<file path="src/sec_pkg.sv">
// Shared types, codes and constants of the slip event conflict check.
// No dependencies; every file of the block but sec_ifs.sv imports this package.
package sec_pkg;

  localparam int TABLE_DEPTH_DEF = 64;

  localparam logic [62:0] THRESH_RESET = 63'd72057594037928;

  localparam logic [1:0] K_ZIPPER = 2'd0;
  localparam logic [1:0] K_NORMAL = 2'd1;

  localparam logic [1:0] V_COMMIT  = 2'd0;
  localparam logic [1:0] V_REJECT  = 2'd1;
  localparam logic [1:0] V_FULL    = 2'd2;
  localparam logic [1:0] V_CLEARED = 2'd3;

  typedef struct packed {
    logic        normal;
    logic [23:0] node;
    logic [23:0] nbr_a;
    logic [23:0] nbr_b;
    logic [15:0] pz;
    logic [15:0] py;
    logic [15:0] px;
  } entry_t;

  typedef struct packed {
    logic       load_evt;
    logic       clear_tab;
    logic       issue;
    logic       commit;
    logic       out_load;
    logic [1:0] verdict;
  } cmd_t;

  typedef struct packed {
    logic is_clear;
    logic is_full;
    logic empty;
    logic scan_last;
    logic busy;
    logic hit;
    logic out_free;
  } sts_t;

endpackage

</file>
<file path="src/sec_ctrl.sv">
// Sequencer of the slip event conflict check: accept, decide, scan, drain, finish.
// Depends on sec_pkg; drives sec_dpath through cmd_t and reads sts_t.
module sec_ctrl (
  input  logic          clk,
  input  logic          rst,
  input  logic          evt_valid,
  output logic          evt_ready,
  input  sec_pkg::sts_t sts,
  output sec_pkg::cmd_t cmd
);
  import sec_pkg::*;

  localparam logic [2:0] S_IDLE   = 3'd0;
  localparam logic [2:0] S_DECIDE = 3'd1;
  localparam logic [2:0] S_SCAN   = 3'd2;
  localparam logic [2:0] S_DRAIN  = 3'd3;
  localparam logic [2:0] S_FINISH = 3'd4;

  logic [2:0] state, state_next;
  logic [1:0] verdict, verdict_next;

  assign evt_ready = (state == S_IDLE);

  always_comb begin
    state_next   = state;
    verdict_next = verdict;
    cmd          = '0;
    cmd.verdict  = verdict;
    case (state)
      S_IDLE: begin
        if (evt_valid) begin
          cmd.load_evt = 1'b1;
          state_next   = S_DECIDE;
        end
      end
      S_DECIDE: begin
        if (sts.is_clear) begin
          cmd.clear_tab = 1'b1;
          verdict_next  = V_CLEARED;
          state_next    = S_FINISH;
        end else if (sts.is_full) begin
          verdict_next = V_FULL;
          state_next   = S_FINISH;
        end else if (sts.empty) begin
          state_next = S_DRAIN;
        end else begin
          state_next = S_SCAN;
        end
      end
      S_SCAN: begin
        cmd.issue = 1'b1;
        if (sts.scan_last) begin
          state_next = S_DRAIN;
        end
      end
      S_DRAIN: begin
        if (!sts.busy) begin
          cmd.commit   = !sts.hit;
          verdict_next = sts.hit ? V_REJECT : V_COMMIT;
          state_next   = S_FINISH;
        end
      end
      S_FINISH: begin
        if (sts.out_free) begin
          cmd.out_load = 1'b1;
          state_next   = S_IDLE;
        end
      end
      default: begin
        state_next = S_IDLE;
      end
    endcase
  end

  always_ff @(posedge clk) begin
    if (rst) begin
      state   <= S_IDLE;
      verdict <= V_COMMIT;
    end else begin
      state   <= state_next;
      verdict <= verdict_next;
    end
  end

endmodule

</file>
<file path="config.mk">
export PLATFORM = sky130hd
export DESIGN_NAME = sec_ctrl
export DESIGN_NICKNAME = d
export VERILOG_FILES = /design/src/sec_pkg.sv /design/src/sec_ctrl.sv
export SDC_FILE = /design/constraint.sdc
export NUM_CORES = 1
export LEC_CHECK = 0
export BUFFER_PORTS_ARGS = -buffer_cell sky130_fd_sc_hd__buf_4
export CAP_MARGIN = 20
export CORE_AREA = 2 2 39 41
export CTS_CLUSTER_DIAMETER = 80
export DETAILED_ROUTE_END_ITERATION = 10
export DIE_AREA = 0 0 41 43
export PLACE_DENSITY_LB_ADDON = 0.25
export SLEW_MARGIN = 20
export SYNTH_ARGS = -nofsm -noshare
export SYNTH_HDL_FRONTEND = slang
export SYNTH_SLANG_ARGS = --single-unit
</file>
<file path="constraint.sdc">
create_clock -name clk -period 2 [get_ports clk]
set_input_delay 0.1 -clock clk [delete_from_list [all_inputs] [get_ports clk]]
set_output_delay 0.1 -clock clk [all_outputs]
set_load 0.03 [all_outputs]
</file>
# After elaboration in Yosys (flattened, before gate mapping)

Cells that the tools add are included.

Eq/ne operators: 9
Multiplexer cells: 22
Reductions and logical operators: 5

Operators by type and width:

| operator                                                              | number |
|---|---|
| 3-bit 2-to-1 mux                                                      | 6 |
| 3-bit case mux with 5 select lines                                    | 1 |
| 1-bit 2-to-1 mux                                                      | 11 |
| 2-bit inequality test, second input constant                          | 4 |
| 3-bit by 2-bit equality test with 1-bit output, second input constant | 2 |
| 2-bit 2-to-1 mux                                                      | 3 |
| 2-bit case mux with 2 select lines                                    | 1 |
| 4-bit AND reduction                                                   | 1 |
| 3-bit by 1-bit equality test with 1-bit output, second input constant | 1 |
| 3-bit equality test, second input constant                            | 1 |
| 3-bit zero test                                                       | 1 |
| 3-bit inequality test, second input constant                          | 1 |
| 3-bit AND reduction                                                   | 1 |
| 2-bit nonzero test                                                    | 1 |
| 1-bit zero test                                                       | 1 |

Flip-flop bits (word level): 5
Input port bits: 10
Output and inout port bits: 8

# Depth between registers and ports, before layout

Gate-level depths: netlist of the first run.

Depth after elaboration: 4
Mapped depth: 5
Mapped depth without buffers: 4

# Worst setup path before layout of the first run

No wires, ideal clock.

Path type: register to output
From: register state[0]
To: output cmd[3] (netlist bit)
Arrival time: 1590 ps
Data required time: 1900 ps
Path slack: 310 ps
Stages on the path, launching flop included: 4
Path buffers: 1
Cell sequence: dfxtp_1 buf_2 nand2b_1 nor4b_1

RTL lines:

| item                   | line           | text |
|---|---|---|
| start, declared        | sec_ctrl.sv:19 | `logic [2:0] state, state_next;` |
| start signal, assigned | sec_ctrl.sv:80 | `state <= state_next;` |
| end, declared          | sec_ctrl.sv:9  | `output sec_pkg::cmd_t cmd` |

==> results.json, run 1 <==
{
  "syn_avg_cell_area_sq_um": 8.28,
  "skew_ns": 0.00134,
  "syn_inst": 42,
  "ys_seq_elements": 5,
  "rsz0062_at_grt": "false",
  "synth_largest_area_cell": "dfxtp_1",
  "cts_buffers": 3,
  "die_y_microns": 43,
  "routedWlPerCell_microns": 11.6,
  "num_antenna_cells": 0,
  "placed_area_sq_um": 479,
  "gp_congestion": 0.735,
  "drv_slew": 0,
  "critPathKind": "reg -> out",
  "fmax_mhz": 660,
  "maxCapViolCount": 0,
  "path_cells": "nand2b_1 > nor4b_1 > buf_4",
  "vias": 389,
  "layout.nets": 72,
  "crit_path_max_fanout": 9,
  "cpPeakStageDelay_ns": 0.49,
  "p_leak_nw": 0.214,
  "hold_class": "in -> reg",
  "grt_pass1_vias": 372,
  "post_cts_resize_count": 0,
  "synth_async_sr_flop_share": 0,
  "drt-total-wl_microns": 896,
  "post-cts-setup-buffer-count": 0,
  "cts.clk_slew.worst_paths_ns": 0.04,
  "synth-seq-area-share": 0.288,
  "cts_root_buf": "clkbuf_4",
  "ys_types": 26,
  "crit_slowest_cell": "dfxtp_1",
  "timing.setup.tns_ns": 0,
  "core_area_sq_um": 1380,
  "stdcell_area_sq_um": 505,
  "crit_path_end_kind": "output pin",
  "power_density_nw_per_um2": 752,
  "ant_nets": 0,
  "synth_common_cells": "6 x nor2_1, 5 x dfxtp_1, 3 x a211oi_1, 3 x nand2_1",
  "grt_max_degree": 11,
  "synth_top_area_frac": 0.288,
  "rows": 14,
  "arrival_ns": 1.42,
  "synthToLayoutAreaGrowth_pct": 45.3,
  "synth_warnings": 0,
  "finalCritPeriodShare": 0.758,
  "drtIter0Drc": 3,
  "hold_buffers": 0,
  "worstMarginPinSlew_ns": 0.430,
  "dpl.hpwl_microns": 673,
  "final_period_minus_worst_setup_slack_ns": 1.52,
  "syn-num-nets": 52,
  "finalSetupViolations": 0,
  "holdWs_ns": 0.0751,
  "drcViolationCount": 0,
  "die_area_sq_um": 1760,
  "clkLatencyLatePin_ns": 0.24,
  "peakVddDrop_mv": 0.308,
  "synth_ff_type": "dfxtp_1",
  "antenna_found_initial": 0,
  "syn_area_sq_um": 348,
  "ctsHtreeMaxLevel": 1,
  "cp.required_ns": 1.90,
  "worst_setup_path_start_kind": "flop",
  "grt_first_pass_wirelength_mm": 1.42,
  "synthTopCellsByArea": "dfxtp_1 29%, a2111oi_4 7.9%, a211oi_1 6.5%",
  "cts_tree": "built",
  "clockBufferDepth": 2,
  "grt.overflow.total": 0,
  "grtUsageTotal": 0.126,
  "critical-path-top-delay-family": "flip-flops",
  "status": "finished clean",
  "initial_core_util": 0.251,
  "io_buffers": 17,
  "pin_count": 18,
  "synth.most_common_cell": "nor2_1",
  "slew_headroom": 0.713,
  "cts.sinks": 5,
  "drive_gt1_frac": 0.410,
  "viasPerCell": 5.05,
  "crit_buf_inv": 1,
  "final_hold_viol_count": 0,
  "synth-edff-count": 0,
  "drt-pass1-iter-count": 4,
  "die_x_microns": 41
}
==> cells in the final DEF, fill, tap and decap left out <==
master	n
nor2_2	1
clkbuf_4	3
a22o_1	1
nor3b_1	1
and3_1	1
o21bai_1	1
a31oi_1	1
or2_2	1
dfxtp_1	5
nand2_1	3
o21ai_0	2
and2_1	1
mux2i_1	1
nor3_1	2
inv_2	1
nor4_1	1
a211oi_1	3
nor2_1	6
nor3_4	1
a21oi_1	1
nand2b_1	2
nor2b_1	1
clkbuf_1	1
nor4b_1	1
inv_1	1
a2111oi_4	1
buf_4	17
==> per-layer routing <==
metal	up-vias	share of wire	GRT usage
met5	-	0	0
met4	0	0.015	0.107
met3	2	0.096	0.0733
met2	15	0.45	0.156
met1	182	0.43	0.145
li1	190	-	-
==> kinds of logic (layout without fill, tap and decap cells) <==
logic type | after synthesis | after routing | synth area share
flops | 5 | 5 | 0.288
simple gates | 22 | 22 | 0.363
compound gates | 10 | 10 | 0.252
buf+inv | 4 | 23 | 0.0683
mux | 1 | 1 | 0.0288
==> where the power goes <==
part           internal (mW)  total, mW  switching [mW]
clock network         0.0755      0.117          0.0419
registers              0.112      0.130          0.0181
logic                 0.0585      0.133          0.0746
==> state kept, by name, indices dropped and copies added, names as in the netlist <==
signal and count:
state 3, verdict 2
==> area by class of cell <==
type | count | area (sq um)
sequential | 5 | 100
multi-input combinational | 33 | 224
inverter | 2 | 7.51
timing repair buffer | 17 | 128
clock buffer | 4 | 26.3
tap | 16 | 20.0
fill | 148 | 878
==> path summary, 6_finish.rpt <==
| check | start | to | slack, ns | cells after the start |
|---|---|---|---|---|
| setup / recovery | state[0]$_SDFFE_PP0P_ | cmd[3] | 0.48 | 3 |
| hold / removal | rst | verdict[1]$_SDFFE_PP0P_ | 0.08 | 2 |
| setup reg to reg | state[1]$_SDFFE_PP0P_ | verdict[0]$_SDFFE_PP0P_ | 0.54 | 4 |
| hold reg to reg | verdict[1]$_SDFFE_PP0P_ | verdict[1]$_SDFFE_PP0P_ | 0.49 | 2 |
==> stage by stage <==
stage | total power [mW] | util | setup slack (ns) | std cells
after floorplan | 0.214 | - | 0.310 | 42
after global placement | 0.264 | 0.346 | 0.579 | 73
after detailed placement | 0.265 | 0.346 | 0.559 | 73
after CTS | 0.387 | 0.365 | 0.435 | 77
after global routing | 0.408 | 0.365 | 0.352 | 77
final | 0.380 | 0.365 | 0.484 | 77
Power figures use the tool's default switching activity.
==> inputs of run 2 (changes only) <==
clock period = 1.33 ns   (was 2 ns; I/O delays follow)
==> run 2 against run 1 <==
Effect of this change:
- setup slack got worse by 0.45 ns
- first-iteration DRC count increased to 3.3 times the previous value
- combinational power increased by 110%
- sequential share of layout area fell by 3.3 points
- clock skew fell by 0.0012 ns
- critical path type unchanged
- largest cell class unchanged
==> results.json, run 2 (same netlist as run 1, synthesis figures left out) <==
{
  "hold_class": "in -> reg",
  "worst_setup_path_start_kind": "flop",
  "layout_commonest_cell": "buf_4",
  "num_antenna_cells": 0,
  "fin_cells": 85,
  "crit_path_max_fanout": 3,
  "grt_first_pass_wirelength_mm": 1.47,
  "finalSetupViolations": 0,
  "fin_util": 0.456,
  "die_x_microns": 41,
  "seq_power_share": 0.294,
  "clkLatencyLatePin_ns": 0.25,
  "pin_count": 18,
  "cpPeakStageDelay_ns": 0.32,
  "initial_core_util": 0.251,
  "final_hold_viol_count": 0,
  "place_ws_ns": 0.0729,
  "antenna_found_initial": 0,
  "gp_congestion": 0.812,
  "status": "finished clean",
  "die_area_sq_um": 1760,
  "drive_gt1_frac": 0.623,
  "cts_root_buf": "clkbuf_4",
  "arrival_ns": 1.23,
  "cp.required_ns": 1.26,
  "top_regs": "state (3), verdict (2)",
  "drt-pass1-iter-count": 4,
  "drtIter0Drc": 10,
  "synthToLayoutAreaGrowth_pct": 81.3,
  "vias": 396,
  "p_int_mw": 0.416,
  "cts_buffers": 3,
  "timing.setup.tns_ns": 0,
  "regMostFlops": "state",
  "clkPwrFrac": 0.283,
  "skew_ns": 0.000143,
  "layout_common_cells": "23 x buf_4, 6 x nor2_1, 3 x nand2_1, 3 x clkbuf_4, 3 x dfxtp_2",
  "cts_tree": "built",
  "rsz0062_at_grt": "true",
  "layout.nets": 80,
  "grt.overflow.total": 0,
  "grt_pass1_vias": 347,
  "maxCapViolCount": 0,
  "p_sw_frac": 0.356,
  "p_leak_nw": 0.276,
  "finalCritPeriodShare": 0.973,
  "crit_slowest_cell": "dfxtp_2",
  "cts.sinks": 5,
  "power_density_nw_per_um2": 1020,
  "largest_register_ffs": 3,
  "dpl.hpwl_microns": 726,
  "finalPower_mw": 0.646,
  "ctsHtreeMaxLevel": 1,
  "cts.clk_slew.worst_paths_ns": 0.05,
  "grtUsageTotal": 0.131,
  "path_cells": "buf_6 > nand2b_4 > nor4b_4 > buf_4",
  "p_sw_mw": 0.230,
  "die_y_microns": 43,
  "final_period_minus_worst_setup_slack_ns": 1.29,
  "drv_slew": 0,
  "combPwrFrac": 0.423,
  "dp.cells": 78,
  "io_buffers": 17,
  "rows": 14,
  "grt_max_degree": 7,
  "placed_area_sq_um": 533,
  "worst_slack_ns": 0.0354,
  "core_area_sq_um": 1380,
  "stdcell_area_sq_um": 631,
  "slew_headroom": 0.765,
  "fmax_mhz": 772,
  "worstMarginPinSlew_ns": 0.352,
  "viasPerCell": 4.66,
  "drcViolationCount": 0,
  "clockBufferDepth": 2,
  "peakVddDrop_mv": 0.459,
  "crit_path_end_kind": "output pin",
  "routedWlPerCell_microns": 12.0,
  "drt-total-wl_mm": 1.02,
  "critPathKind": "reg -> out",
  "ant_nets": 0,
  "holdWs_ns": 0.0279
}
-- run 2: cell types whose count changed in the layout (fill, tap and decap cells not counted), sizes merged --
| cell | previous run | this run |
|---|---|---|
| buf | 17 | 25 |
-- run 2: path summary, 6_finish.rpt --
path / end / from / depth (start not counted) / slack, ns
worst max-delay path: cmd[3] / state[2]$_SDFFE_PP0P_ / 4 / 0.04
worst max register to register: verdict[0]$_SDFFE_PP0P_ / state[2]$_SDFFE_PP0P_ / 5 / 0.07
worst min register to register: verdict[1]$_SDFFE_PP0P_ / verdict[1]$_SDFFE_PP0P_ / 2 / 0.49
worst min-delay path: state[2]$_SDFFE_PP0P_ / rst / 2 / 0.03
-- run 2: timing repair --
| item | CTS | global route |
|---|---|---|
| hold buffers | 0 | 0 |
| resized for setup | 5 | 6 |
| endpoints found under the setup margin | 3 | 4 |
| pin swaps | 1 | 3 |
| gates cloned | 0 | 0 |
| setup buffers | 3 | 0 |
-- run 2: per-layer routing --
metal,track usage,part of all wire,vias up
li1,-,-,204
met1,0.147,0.41,175
met2,0.181,0.49,15
met3,0.0628,0.083,2
met4,0.100,0.019,0
met5,0,0,-
-- run 2: power groups by stage --
stage               Combinational [mW]  Sequential [mW]  Clock [mW]
floorplan                        0.128            0.200           0
global placement                 0.232            0.187           0
detailed placement               0.233            0.187           0
CTS                              0.253            0.189       0.186
global route                     0.292            0.193       0.202
finish                           0.273            0.190       0.183
-- run 2: area by class of cell --
cell class	count	area [sq um]
fill	143	753
sequential	5	104
timing repair buffer	25	195
clock buffer	4	26.3
inverter	2	7.51
multi-input combinational	33	278
tap	16	20.0
-- run 2: critical path, delay by kind of cell, from the launching register on --
kind                   cells  cell delay, ns
buffers and inverters      2            0.31
flip-flops                 1            0.32
AND/OR/NAND/NOR            2            0.36
==> inputs of run 3 (changes only) <==
ABC_AREA = 1   (was not set)
==> run 3 against run 2 <==
Effect of this change:
- total power up 1.3%
- global-route usage is 1.9 points lower
- design area shrank 18%
- via count unchanged
- first-iteration DRC count down 50%
- largest cell class unchanged
- critical path depth shrank 1
- maximum frequency increased by 4.8%
- clock skew is 0.0027 ns higher
==> results.json, run 3 <==
{
  "drv_slew": 0,
  "syn-num-nets": 63,
  "worstMarginPinSlew_ns": 0.216,
  "peakVddDrop_mv": 0.590,
  "reg2reg_to": "state[1]$_SDFFE_PP0P_",
  "clkLatencyLatePin_ns": 0.24,
  "ctsHtreeMaxLevel": 1,
  "crit_path_end_kind": "output pin",
  "synthToLayoutAreaGrowth_pct": 53.3,
  "holdWs_ns": 0.0111,
  "layout_commonest_cell": "buf_4",
  "status": "finished clean",
  "initial_core_util": 0.244,
  "synth_largest_area_cell": "dfxtp_1",
  "ys_seq_elements": 5,
  "die_y_microns": 43,
  "r2r_slack_ns": 0.23,
  "largest_register_ffs": 3,
  "drtIter0Drc": 5,
  "synth_common_cells": "11 x nand2_1, 8 x inv_1, 5 x dfxtp_1, 5 x nand3_1",
  "crit_path_max_fanout": 4,
  "timing.setup.tns_ns": 0,
  "regMostFlops": "state",
  "drcViolationCount": 0,
  "grt.overflow.total": 0,
  "grt_pass1_vias": 358,
  "ant_nets": 0,
  "die_area_sq_um": 1760,
  "cts_tree": "built",
  "grt_first_pass_wirelength_mm": 1.36,
  "synth-edff-count": 0,
  "worst_setup_path_start_kind": "flop",
  "critPathKind": "reg -> out",
  "synthTopCellsByArea": "dfxtp_1 30%, nand2_1 12%, inv_1 8.9%",
  "hold_class": "in -> reg",
  "finalCritPeriodShare": 0.929,
  "io_buffers": 17,
  "pin_count": 18,
  "clockBufferDepth": 2,
  "slew_headroom": 0.856,
  "core_area_sq_um": 1380,
  "fmax_mhz": 810,
  "grt_max_degree": 10,
  "arrival_ns": 1.17,
  "hold_buffers": 0,
  "finalSetupViolations": 0,
  "num_antenna_cells": 0,
  "cts.sinks": 5,
  "drt-pass1-iter-count": 4,
  "cp.required_ns": 1.26,
  "vias": 396,
  "top_regs": "state (3), verdict (2)",
  "layout_common_cells": "17 x buf_4, 11 x nand2_1, 8 x inv_1",
  "worstHoldStart": "rst",
  "cts_root_buf": "clkbuf_4",
  "skew_ns": 0.00280,
  "cts.clk_slew.worst_paths_ns": 0.05,
  "layout.nets": 84,
  "synth_warnings": 0,
  "antenna_found_initial": 0,
  "min_to": "state[1]$_SDFFE_PP0P_",
  "drive_gt1_frac": 0.425,
  "power_density_nw_per_um2": 1260,
  "dpl.hpwl_microns": 662,
  "viasPerCell": 4.45,
  "maxCapViolCount": 0,
  "syn_avg_cell_area_sq_um": 6.37,
  "gp_congestion": 0.762,
  "p_leak_nw": 0.275,
  "syn_area_sq_um": 338,
  "routedWlPerCell_microns": 9.47,
  "reg2reg_depth": 6,
  "rsz0062_at_grt": "false",
  "rr_startpoint": "state[2]$_SDFFE_PP0P_",
  "die_x_microns": 41,
  "synth_top_area_frac": 0.296,
  "rows": 14,
  "ys_types": 18,
  "cts_buffers": 3,
  "synth_async_sr_flop_share": 0,
  "crit_path_start": "state[2]$_SDFFE_PP0P_",
  "synth.most_common_cell": "nand2_1",
  "synth_ff_type": "dfxtp_1",
  "synth-seq-area-share": 0.296,
  "final_hold_viol_count": 0,
  "drt-total-wl_microns": 843,
  "grtUsageTotal": 0.113,
  "hold_depth": 2,
  "final_period_minus_worst_setup_slack_ns": 1.24,
  "syn_inst": 53
}
[run 3: layout make-up]
| cell class | instances | area (sq um) |
|---|---|---|
| fill | 157 | 866 |
| inverter | 9 | 33.8 |
| sequential | 5 | 103 |
| multi-input combinational | 38 | 208 |
| timing repair buffer | 17 | 128 |
| clock buffer | 4 | 26.3 |
| tap | 16 | 20.0 |
[run 3: worst max-delay path by stage]
| stage | end | slack, ns | cells past startpoint |
|---|---|---|---|
| after global placement | state[1]$_SDFFE_PP0P_ | 0.15 | 6 |
| after floorplan | cmd[3] | -0.01 | 2 |
| after detailed placement | state[1]$_SDFFE_PP0P_ | 0.14 | 6 |
| final | cmd[2] | 0.09 | 3 |
| after global routing | cmd[3] | 0.02 | 4 |
| after CTS | cmd[6] | 0.07 | 4 |
[run 3: cells by family after synthesis]
kind of cell	count (synthesis)	share of synthesized area
flops	5	0.296
simple gates	29	0.430
compound gates	9	0.152
buf+inv	10	0.122
[run 3: where the power goes]
group / internal [mW] / switching, mW / leakage [nW]
clock: 0.114 / 0.0698 / 0.0150
sequential: 0.174 / 0.0351 / 0.0418
combinational: 0.106 / 0.155 / 0.218
total: 0.395 / 0.260 / 0.275
[run 3: critical path, cell delays in order, from the launching register on]
cell	delay, ns
dfxtp_1	0.43
inv_2	0.10
nor4_2	0.21
buf_4	0.20
[run 3: timing repair]
action,in CTS,in global routing
gates resized for setup,2,1
buffers inserted,0,0
setup endpoints to repair,1,1
[run 3: metal layers]
metal  part of all wire  track usage
met1               0.47        0.145
met2               0.45        0.150
met3              0.070       0.0209
met4              0.014        0.100
met5                  0            0
[run 3: stage by stage]
stage,utilization,cell area [sq um],worst slack [ns],instances,power [mW]
after global routing,0.374,518,0.0203,89,0.698
after detailed placement,0.350,484,0.140,85,0.468
after global placement,0.350,484,0.155,85,0.467
after floorplan,-,344,-0.0138,53,0.382
after CTS,0.371,513,0.0675,89,0.655
final,0.374,518,0.0949,89,0.654
